[src/sv/smc_pkg.sv]
package smc_pkg;

    localparam int MAX_WINDOW_DEF  = 64;
    localparam int SAMPLE_BITS_DEF = 32;
    localparam int CFG_BITS        = 7;
    localparam int WINDOW_RESET    = 3;
    localparam int COST_BITS_DEF   = SAMPLE_BITS_DEF + $clog2(MAX_WINDOW_DEF);

    // control broadcast from the sequencer to every cell of the sorted row
    typedef struct packed {
        logic insert;
        logic load_dev;
        logic full;
    } smc_cell_ctl_t;

endpackage

[src/sv/smc_cell.sv]
module smc_cell import smc_pkg::*; #(
    parameter int SAMPLE_BITS = SAMPLE_BITS_DEF,
    parameter int AGE_W       = 6,
    parameter int CNT_W       = 7,
    parameter int INDEX       = 0
) (
    input  logic                          clk,
    input  smc_cell_ctl_t                 ctl,
    input  logic signed [SAMPLE_BITS-1:0] sample,
    input  logic        [CNT_W-1:0]       count,
    input  logic        [CNT_W-1:0]       w_eff,
    input  logic        [CNT_W-1:0]       r_pos,
    input  logic        [AGE_W-1:0]       win_last,
    input  logic signed [SAMPLE_BITS-1:0] med,
    input  logic signed [SAMPLE_BITS-1:0] left_value,
    input  logic        [AGE_W-1:0]       left_age,
    input  logic                          left_a,
    input  logic signed [SAMPLE_BITS-1:0] right_value,
    input  logic        [AGE_W-1:0]       right_age,
    input  logic                          right_le,
    output logic signed [SAMPLE_BITS-1:0] value,
    output logic        [AGE_W-1:0]       age,
    output logic                          le,
    output logic                          rm,
    output logic                          a,
    output logic        [SAMPLE_BITS-1:0] dev
);

    logic signed [SAMPLE_BITS-1:0] value_reg;
    logic signed [SAMPLE_BITS-1:0] value_next;
    logic        [AGE_W-1:0]       age_reg;
    logic        [AGE_W-1:0]       age_next;
    logic        [SAMPLE_BITS-1:0] dev_reg;
    logic        [SAMPLE_BITS-1:0] dev_next;
    logic                          valid;
    logic                          in_win;
    logic                          before_r;
    logic                          upto_r;
    logic signed [SAMPLE_BITS:0]   diff;

    assign valid    = CNT_W'(INDEX) < count;
    assign in_win   = CNT_W'(INDEX) < w_eff;
    assign before_r = CNT_W'(INDEX) < r_pos;
    assign upto_r   = CNT_W'(INDEX) <= r_pos;

    assign le = valid && (value_reg <= sample);
    assign rm = valid && ctl.full && (age_reg == win_last);
    // the element that lands here after removal is below or equal to the new sample
    assign a  = before_r ? le : right_le;

    always_comb
    begin
        if (a)
        begin
            value_next = before_r ? value_reg : right_value;
            age_next   = (before_r ? age_reg : right_age) + AGE_W'(1);
        end
        else if (left_a)
        begin
            value_next = sample;
            age_next   = '0;
        end
        else
        begin
            value_next = upto_r ? left_value : value_reg;
            age_next   = (upto_r ? left_age : age_reg) + AGE_W'(1);
        end
    end

    assign diff     = {value_reg[SAMPLE_BITS-1], value_reg} - {med[SAMPLE_BITS-1], med};
    assign dev_next = in_win ? SAMPLE_BITS'(diff[SAMPLE_BITS] ? -diff : diff) : '0;

    always_ff @(posedge clk)
    begin
        if (ctl.insert)
        begin
            value_reg <= value_next;
            age_reg   <= age_next;
        end
        if (ctl.load_dev)
        begin
            dev_reg <= dev_next;
        end
    end

    assign value = value_reg;
    assign age   = age_reg;
    assign dev   = dev_reg;

endmodule

[config.mk]
export PLATFORM = sky130hd
export DESIGN_NAME = smc_cell
export DESIGN_NICKNAME = d
export VERILOG_FILES = /design/src/sv/smc_pkg.sv /design/src/sv/smc_cell.sv
export SDC_FILE = /design/constraint.sdc
export NUM_CORES = 1
export LEC_CHECK = 0
export BUFFER_PORTS_ARGS = -buffer_cell sky130_fd_sc_hd__buf_2
export CAP_MARGIN = 20
export CORE_UTILIZATION = 47
export CTS_CLUSTER_DIAMETER = 150
export DETAILED_ROUTE_END_ITERATION = 7
export GPL_TIMING_DRIVEN = 0
export PLACE_DENSITY_LB_ADDON = 0.2
export SLEW_MARGIN = 15
export SYNTH_ARGS = -nofsm -noshare
export SYNTH_HDL_FRONTEND = slang
export SYNTH_SLANG_ARGS = --single-unit
export TNS_END_PERCENT = 20
[constraint.sdc]
create_clock -name clk -period 5.86 [get_ports clk]
set_input_delay 1.172 -clock clk [delete_from_list [all_inputs] [get_ports clk]]
set_output_delay 1.172 -clock clk [all_outputs]
set_load 0.01 [all_outputs]
==> results of run 1 <==
[per-layer routing]
layer  track usage [%]  share of wire [%]  up-vias
met1             28.30                 41     3108
met5                 0              0.051        -
met3             4.630                5.6       30
met2             46.67                 51      210
met4             8.505                2.1        2
li1                  -                  -     3416
[power by group]
part | internal (W) | switching [W] | leakage (nW) | total, W
logic | 0.000932 | 0.00123 | 3.44 | 0.00216
registers | 0.000859 | 0.000109 | 0.675 | 0.000969
clock network | 0.000413 | 0.000212 | 0.157 | 0.000625
[layout by cell type, fill, tap and decap left out, types with 3 or more instances in the layout]
master     netlist  final
nand4bb_1        3      3
nor3_1           8      8
ha_1            67     67
nor2b_1          7      7
edfxtp_1        70     70
nand2_1         36     36
o31ai_1          6      6
mux2_2          71     71
clkbuf_1        26     26
and2_1           4      4
nor2_1          68     68
a22oi_1          4      4
o21ai_1          3      3
o21a_1          10     10
nand2b_1         6      6
xor2_1          30     30
or2_2            3      3
xnor2_1         32     32
a31oi_1          7      7
o211ai_1         3      3
a211o_1          3      3
or4_1            3      3
nand3_1         22     22
buf_2            1    245
mux2i_1          9      9
o21bai_1         3      3
a21oi_1         44     44
or3_1            8      8
inv_1           77     77
nand4_1         15     15
clkbuf_16        0      9
bufinv_16        0      3
a211oi_1         6      6
a311oi_1         3      3
o21ai_0         41     41
and3_1           7      7
o41ai_2          3      3
nor4_1           8      8
a21o_1          32     32
[cells by family after synthesis]
family | share of synthesized area, %
multiplexers | 12.44
flip-flops | 29.02
adder cells (fa/ha/maj) | 11.85
AO/OA/AOI/OAI | 18.65
buffers and inverters | 5.613
XOR/XNOR | 7.720
AND/OR/NAND/NOR | 14.72
[worst max path at each step]
stage / endpoint / slack, ns / start / cells after the start
global placement: value[0] / -1.30 / sample[5] / 12
finish: a / 0.40 / sample[5] / 14
floorplan: value[0] / 0.25 / sample[5] / 11
global route: a / 0.15 / sample[5] / 14
detailed placement: a / 0.33 / sample[5] / 14
CTS: a / 0.34 / sample[5] / 14
[area by class of cell]
class	instances	area, µm²
Fill cell	1353	6063
Timing Repair Buffer	245	1249
Inverter	77	289.0
Buffer	29	117.6
Tap cell	188	235.2
Clock inverter	7	112.6
Multi-Input combinational cell	613	4747
Clock buffer	9	225.2
Antenna cell	2	5.005
Sequential cell	70	2102
[critical path, delay by kind of cell]
family                   cells  cell delay (ns)
buffers and inverters        5             1.34
AO/OA/AOI/OAI                7             1.35
multiplexers                 1             0.14
adder cells (fa/ha/maj)      1             0.28
[stage by stage]
stage / setup WS, ns / instances / setup TNS, ns / utilization [%]
floorplan: 0.2493 / 789 / 0 / -
global placement: -1.305 / 1221 / -41.67 / 57.45
detailed placement: 0.3313 / 1222 / 0 / 57.70
CTS: 0.3356 / 1238 / 0 / 59.93
global route: 0.1538 / 1239 / 0 / 59.95
finish: 0.4002 / 1240 / 0 / 59.97
==> impl_metrics.csv, run 1 <==
group,metric,value,unit
timing,fin_crit,5.460,ns
synth,yosysUniqueCellTypes,72,
power,power.leakage,4.270,nW
grt,grt_pass1_wl,31410,µm
cts,cts-root-buf,"clkbuf_16",
status,status,"complete, no violations",
drt,vias_per_cell,5.456,
setup_path,cpMostUsedCell,"a21o_1",
grt,globalRouteTotalUtil,24.97,%
timing,clock.fmax,183.2,MHz
drt,vias,6766,
cts,cts_tree,"built",
grt,grt_start_max_net_pins,33,
drt,drt-initial-drc-count,275,
timing,skew,0.01047,ns
cts,numCtsBuffers,9,
power,p_per_area,413.4,nW/µm²
setup_path,r2r_slack,1.47,ns
timing,slew_viol_final,0,
cts,htreeDepth,3,
grt,antenna_found_initial,3,
cts,post_cts_buffers,0,
placement,place_area,8740,µm²
drt,final_antenna_net_count,0,
setup_path,reg2reg_from,"value[0]",
power,power,0.003755,W
floorplanning,rows,45,
synth,yosysTopAreaCell,"edfxtp_1",
cells_and_area,nets,1286,
floorplanning,die_height,126.2,µm
synth,yosysMostFrequentCell,"inv_1",
cells_and_area,layout-drive-gt1-share,33.71,%
timing,finalHoldViolCount,0,
synth,async_reset_ff_share,0,%
placement,place_hpwl,16410,µm
synth,synth_top_area_share,29.02,%
hold_path,hold_end,"age[5]",
cts,cts.path.max_buffers,2,
drt,drc,0,
synth,synthTopCellsByCount,"inv_1, mux2_2, edfxtp_1",
timing,post-route-period-util,93.17,%
cts,cts-resized-gates,0,
synth,avgSynthCellArea,9.182,µm²
timing,tightest_slew,0.9313,ns
setup_path,worst_setup_path_end_kind,"output port",
timing,timing.final.setup_violations,0,
placement,gp_congestion,0.8644,
floorplanning,design.portCount,246,
setup_path,reg2reg_depth,13,
setup_path,max_stage_delay,0.50,ns
hold_path,holdCritPathClass,"reg2reg",
setup_path,path_cells,"buf_2 > inv_1 > ha_1 > a21o_1 > a21o_1 > a21oi_1 > o21ai_0 > a21o_1 > a221o_1 > mux2i_1 > o211ai_1 > clkbuf_1 > buf_1 > buf_2",
timing,timing.slew.headroom,36.31,%
synth,synthTopCellsByArea,"edfxtp_1, ha_1, mux2_2",
synth,yosysSeqAreaShare,29.02,%
setup_path,worstSetupPathType,"in2out",
setup_path,crit_arrival,4.29,ns
setup_path,path_max_fanout,10,
cts,insertion_delay,0.34,ns
setup_path,worstReg2RegEnd,"dev[31]",
power,ir_drop,167.0,µV
setup_path,required,4.69,ns
setup_path,cp-start-kind,"primary input",
cts,cts.sinks,70,
synth,ys.flop_type,"edfxtp_1",
cells_and_area,area_growth,25.37,%
setup_path,slowest_stage,"clkbuf_1",
hold_path,hold_path_depth,3,
floorplanning,die_area,15910,µm²
floorplanning,die_width,126.2,µm
run,max_cap_violations,0,
floorplanning,fp.coreArea,15150,µm²
drt,routedWlPerCell,15.90,µm
cts,clkTransAtPathRegs,0.06,ns
cells_and_area,design_area,9082,µm²
hold_path,holdCritStartpoint,"age[5]",
synth,yosys_warnings,0,
synth,syn-instance-count,789,
synth,synth_edf_count,70,
drt,wirelength,19720,µm
grt,grt_remaining_overflow,0,
timing,grt_setup_unrepaired,"no",
grt,first_global_vias,6544,
synth,syn-cell-area,7244,µm²
floorplanning,initial_core_util,47.83,%
synth,ys_ff_latch,70,
synth,synth.net_count,1030,
timing,whs,0.9250,ns
drt,firstDrtPassIters,5,
cts,cts_hold_buf,0,
placement,port_buffers,244,
(Power assumes the default switching activity.)
==> run 2: changes to the inputs <==
--- a/config.mk
+++ b/config.mk
@@ -12,6 +12,7 @@
 export DETAILED_ROUTE_END_ITERATION = 7
 export GPL_TIMING_DRIVEN = 0
 export PLACE_DENSITY_LB_ADDON = 0.2
+export RECOVER_POWER = 100
 export SLEW_MARGIN = 15
 export SYNTH_ARGS = -nofsm -noshare
 export SYNTH_HDL_FRONTEND = slang
==> impl_metrics.csv, run 2 (same netlist as run 1, synthesis figures left out) <==
group,metric,value,unit
status,status,"finished with violations",
status,violations,"max-capacitance violations, max-slew violations",
grt,first_global_vias,6544,
setup_path,worstSetupPathType,"in2out",
cells_and_area,layout_common_cells,"buf_2, clkbuf_1, inv_1",
power,ir_drop,165.5,µV
floorplanning,die_height,126.2,µm
placement,gp_congestion,0.8644,
grt,globalRouteTotalUtil,24.97,%
power,power.leakage,4.044,nW
cells_and_area,nets,1286,
timing,grt_setup_unrepaired,"no",
timing,tightest_slew,2.719,ns
setup_path,r2r_slack,0.86,ns
setup_path,reg2reg_depth,13,
cells_and_area,layout-drive-gt1-share,25.62,%
floorplanning,die_width,126.2,µm
setup_path,cp-start-kind,"primary input",
cts,clkTransAtPathRegs,0.06,ns
drt,wirelength,19830,µm
floorplanning,rows,45,
cts,numCtsBuffers,9,
cells_and_area,fin_util,58.94,%
timing,clock.fmax,183.8,MHz
setup_path,required,4.69,ns
placement,place_inst,1222,
timing,timing.slew.headroom,-82.90,%
timing,finalHoldViolCount,0,
drt,firstDrtPassIters,4,
setup_path,crit_arrival,4.27,ns
cts,cts-root-buf,"clkbuf_16",
setup_path,path_max_fanout,10,
cells_and_area,n_fill_cell,1404,
cts,cts.sinks,70,
drt,vias_per_cell,5.470,
floorplanning,initial_core_util,47.83,%
cts,insertion_delay,0.34,ns
grt,antenna_found_initial,3,
power,power,0.003687,W
setup_path,crit_start,"sample[5]",
floorplanning,design.portCount,246,
drt,drt-initial-drc-count,252,
cts,cts-resized-gates,0,
cts,cts.path.max_buffers,2,
cells_and_area,area_growth,23.23,%
drt,final_antenna_net_count,0,
cts,cts_tree,"built",
drt,drc,0,
hold_path,holdCritPathClass,"reg2reg",
timing,timing.final.setup_violations,0,
cts,post_cts_buffers,0,
cts,cts_hold_buf,0,
grt,grt_remaining_overflow,0,
setup_path,critPathCapture,"a",
setup_path,worstReg2RegEnd,"dev[30]",
drt,vias,6783,
run,max_cap_violations,2,
floorplanning,die_area,15910,µm²
timing,whs,0.9332,ns
timing,post-route-period-util,92.82,%
timing,setup_slack,0.4207,ns
cells_and_area,finalNonFillerCells,1240,
placement,place_hpwl,16410,µm
timing,fin_crit,5.439,ns
placement,port_buffers,244,
timing,skew,0.01030,ns
timing,slew_viol_final,49,
setup_path,reg2reg_from,"value[0]",
placement,post-place-ws,0.3313,ns
power,p_per_area,413.0,nW/µm²
cells_and_area,layout_commonest_cell,"buf_2",
setup_path,worst_setup_path_end_kind,"output port",
grt,grt_pass1_wl,31410,µm
drt,routedWlPerCell,15.99,µm
grt,grt_start_max_net_pins,33,
floorplanning,fp.coreArea,15150,µm²
cts,htreeDepth,3,
[run 2: changes by cell type in the layout (fill, tap and decap cells not counted), moves of 3 or more]
cell	before	now
o41ai_2	3	0
o41ai_1	1	4
clkbuf_1	26	102
mux2_1	1	4
mux2_2	71	68
buf_2	245	170
[run 2: how the worst min path moves through the flow]
stage,startpoint,to,slack (ns),cells after the start
2_1_floorplan,age[5],age[5],0.86,3
3_3_place_gp,age[5],age[5],0.85,3
3_5_place_dp,age[5],age[5],0.89,3
4_1_cts,age[5],age[5],0.91,3
5_1_grt,age[5],age[5],0.98,3
6_report,age[4],age[4],0.93,3
[run 2: layer usage]
| metal | GRT usage [%] | routed length (µm) |
|---|---|---|
| met3 | 4.630 | 1060 |
| met2 | 46.67 | 10040 |
| met4 | 8.505 | 445 |
| met5 | 0 | 10 |
| met1 | 28.30 | 8275 |
[run 2: critical path, cell delays in order]
cell and delay, ns:
buf_2 0.09, inv_1 0.04, ha_1 0.28, a21o_1 0.18
a21o_1 0.17, a21oi_1 0.15, o21ai_0 0.11, a21o_1 0.22
a221o_1 0.35, mux2i_1 0.14, o211ai_1 0.17, clkbuf_1 0.50
clkbuf_1 0.49, clkbuf_1 0.20
[run 2: cell type report]
cell class / count / area, µm² / share of cell area (%)
diodes: 2 / 5.005 / 0.05606
plain buffers: 29 / 117.6 / 1.317
clock buffers: 9 / 225.2 / 2.523
clock inverters: 7 / 112.6 / 1.261
inverters: 77 / 289.0 / 3.238
multi-input cells: 613 / 4686 / 52.49
flip-flops and latches: 70 / 2102 / 23.55
well taps: 188 / 235.2 / 2.635
repair buffers: 245 / 1155 / 12.94
[run 2: per-stage QoR]
stage	setup TNS, ns	cell area [µm²]
5_1_grt	0	8925
6_report	0	8927
4_1_cts	0	9077
3_3_place_gp	-41.67	8701
3_5_place_dp	0	8740
2_1_floorplan	0	7244
[run 2: power by group]
| part | total, W | internal [W] | switching [W] |
|---|---|---|---|
| combinational | 0.00209 | 0.000871 | 0.00121 |
| clock | 0.000622 | 0.000412 | 0.000210 |
| sequential | 0.000980 | 0.000862 | 0.000117 |
==> run 3: changes to the inputs <==
--- a/config.mk
+++ b/config.mk
@@ -5,9 +5,10 @@
 export SDC_FILE = /design/constraint.sdc
 export NUM_CORES = 1
 export LEC_CHECK = 0
+export ABC_AREA = 1
 export BUFFER_PORTS_ARGS = -buffer_cell sky130_fd_sc_hd__buf_2
 export CAP_MARGIN = 20
-export CORE_UTILIZATION = 47
+export CORE_UTILIZATION = 48
 export CTS_CLUSTER_DIAMETER = 150
 export DETAILED_ROUTE_END_ITERATION = 7
 export GPL_TIMING_DRIVEN = 0
==> impl_metrics.csv, run 3 <==
group,metric,value,unit
drt,routedWlPerCell,13.20,µm
cts,cts_hold_buf,0,
power,p_sw,0.002145,W
floorplanning,die_width,131.2,µm
cts,post_cts_buffers,0,
drt,vias_per_cell,4.983,
setup_path,crit_arrival,3.89,ns
power,pwr-share-comb,62.2,%
synth,synthSimpleGateAreaFrac,39.11,%
timing,slew_viol_final,0,
synth,synth_edf_count,70,
synth,synth_fa_ha_area_share,10.72,%
status,status,"complete, no violations",
synth,synth_mux_area_share,0.2656,%
cts,cts-root-buf,"clkbuf_16",
synth,yosysUniqueCellTypes,39,
cts,insertion_delay,0.36,ns
floorplanning,initial_core_util,49.87,%
power,power.leakage,5.490,nW
synth,synth_compound_area_share,8.844,%
drt,final_antenna_net_count,0,
synth,synth_xor_area_share,1.422,%
cts,cts_tree,"built",
grt,antenna_found_initial,1,
timing,finalHoldViolCount,0,
power,power_frac_clock,13.8,%
timing,post-route-period-util,86.36,%
timing,timing.slew.headroom,1.199,%
synth,avgSynthCellArea,6.117,µm²
cells_and_area,fin_util,60.39,%
drt,wirelength,23590,µm
synth,ys_ff_latch,70,
cts,numCtsBuffers,9,
hold_path,holdCritPathClass,"reg2reg",
synth,yosys_warnings,0,
floorplanning,rows,46,
timing,skew,0.01356,ns
power,ir_drop,184.2,µV
timing,finalSetupTns,0,ns
power,p_seq_share,24.0,%
placement,place_hpwl,20070,µm
placement,gp_congestion,0.8943,
timing,clock.fmax,197.6,MHz
cts,htreeDepth,3,
floorplanning,die_area,17200,µm²
grt,globalRouteTotalUtil,27.47,%
cells_and_area,area_growth,21.11,%
setup_path,cp-start-kind,"primary input",
floorplanning,die_height,131.2,µm
drt,drt-initial-drc-count,421,
cells_and_area,layout_commonest_cell,"nand2_1",
grt,grt_pass1_wl,37760,µm
synth,syn-instance-count,1309,
timing,timing.final.setup_violations,0,
synth,synth_top_family_by_area,"simple AND/OR/NAND/NOR gates",
power,power,0.004308,W
synth,ys.flop_type,"edfxtp_1",
power,internal_power,0.002163,W
floorplanning,fp.coreArea,16060,µm²
setup_path,path_max_fanout,10,
synth,synth.net_count,1550,
grt,grt_remaining_overflow,0,
setup_path,required,4.69,ns
power,p_per_area,444.2,nW/µm²
timing,fin_crit,5.061,ns
synth,syn-cell-area,8008,µm²
synth,yosysSeqAreaShare,26.25,%
cells_and_area,finalNonFillerCells,1787,
placement,place_inst,1770,
floorplanning,design.portCount,246,
cts,cts.path.max_buffers,2,
setup_path,worst_setup_path_end_kind,"output port",
placement,port_buffers,244,
synth,synthTopCellsByCount,"nand2_1, inv_1, nor2_1",
synth,synthTopCellsByArea,"edfxtp_1, nand2_1, inv_1",
synth,yosysMostFrequentCell,"nand2_1",
cells_and_area,layout_common_cells,"nand2_1, inv_1, buf_2",
run,max_cap_violations,0,
timing,grt_setup_unrepaired,"no",
cells_and_area,n_fill_cell,1638,
drt,firstDrtPassIters,4,
timing,tightest_slew,1.482,ns
power,p_sw_share,49.78,%
synth,synth_top_area_share,26.25,%
cts,cts.sinks,70,
synth,async_reset_ff_share,0,%
synth,yosysTopAreaCell,"edfxtp_1",
cells_and_area,nets,1806,
cts,clkTransAtPathRegs,0.07,ns
cells_and_area,layout-drive-gt1-share,14.20,%
drt,drc,0,
grt,grt_start_max_net_pins,33,
setup_path,worstSetupPathType,"in2out",
cts,cts-resized-gates,0,
drt,vias,8905,
grt,first_global_vias,8063,
-- run 3: worst max-delay path: stages --
cell and delay (ns):
clkbuf_1 0.10, inv_1 0.07, ha_1 0.36, nand2_1 0.07, inv_1 0.06, nand3_1 0.07, inv_1 0.07, nand4_1 0.12
nor3b_1 0.39, nand2_1 0.12, nand2_1 0.08, nand2_1 0.05, nand3_1 0.13, nand3_1 0.18, nand2_1 0.19, clkbuf_1 0.42
buf_2 0.22
-- run 3: metrics by stage --
step	instance area [µm²]	hold slack, ns	setup slack, ns
6_report	9698	0.9296	0.7995
2_1_floorplan	8008	0.8389	1.971
3_5_place_dp	9527	0.9056	1.020
4_1_cts	9849	0.9312	1.006
5_1_grt	9698	1.043	0.5628
3_3_place_gp	9499	0.9204	0.9963
-- run 3: final cells by class --
cell class              instances  area [µm²]  share of cell area, %
multi-input cells             961        4818                  49.68
flip-flops and latches         70        2102                  21.67
repair buffers                245        1131                  11.66
inverters                     249       934.6                  9.637
well taps                     216       270.3                  2.787
clock buffers                   9       225.2                  2.322
plain buffers                  29       116.4                  1.200
clock inverters                 7       97.59                  1.006
diodes                          1       2.502                0.02580
-- run 3: path summary, 6_finish.rpt --
check             startpoint         to  slack, ns  cells past startpoint
setup / recovery  sample[31]          a       0.80                     17
hold / removal        age[5]     age[5]       0.93                      6
setup reg to reg   value[31]  value[26]       1.43                     15
hold reg to reg       age[5]     age[5]       0.93                      6
-- run 3: layer usage --
| layer | share of wire [%] | vias up | global-route usage, % |
|---|---|---|---|
| li1 | - | 4664 | - |
| met5 | 0 | - | 0 |
| met3 | 6.6 | 61 | 4.861 |
| met2 | 48 | 332 | 48.32 |
| met1 | 42 | 3848 | 32.27 |
| met4 | 3.4 | 0 | 12.94 |
-- run 3: power by group through the flow --
stage	sequential (W)	combinational [W]	clock (W)
after floorplan	0.00112	0.00187	0
after global placement	0.00104	0.00269	0
after detailed placement	0.00104	0.00276	0
after CTS	0.00103	0.00277	0.000598
after global routing	0.00106	0.00306	0.000611
final	0.00103	0.00268	0.000593
-- run 3: cells by family after synthesis --
kind of cell / Yosys count
xor gates and xnor gates: 13
and+or+nand+nor: 742
AOI/OAI and AO/OA: 136
muxes: 2
adders and majority gates: 68
buffers and inverters: 278
DFF: 70
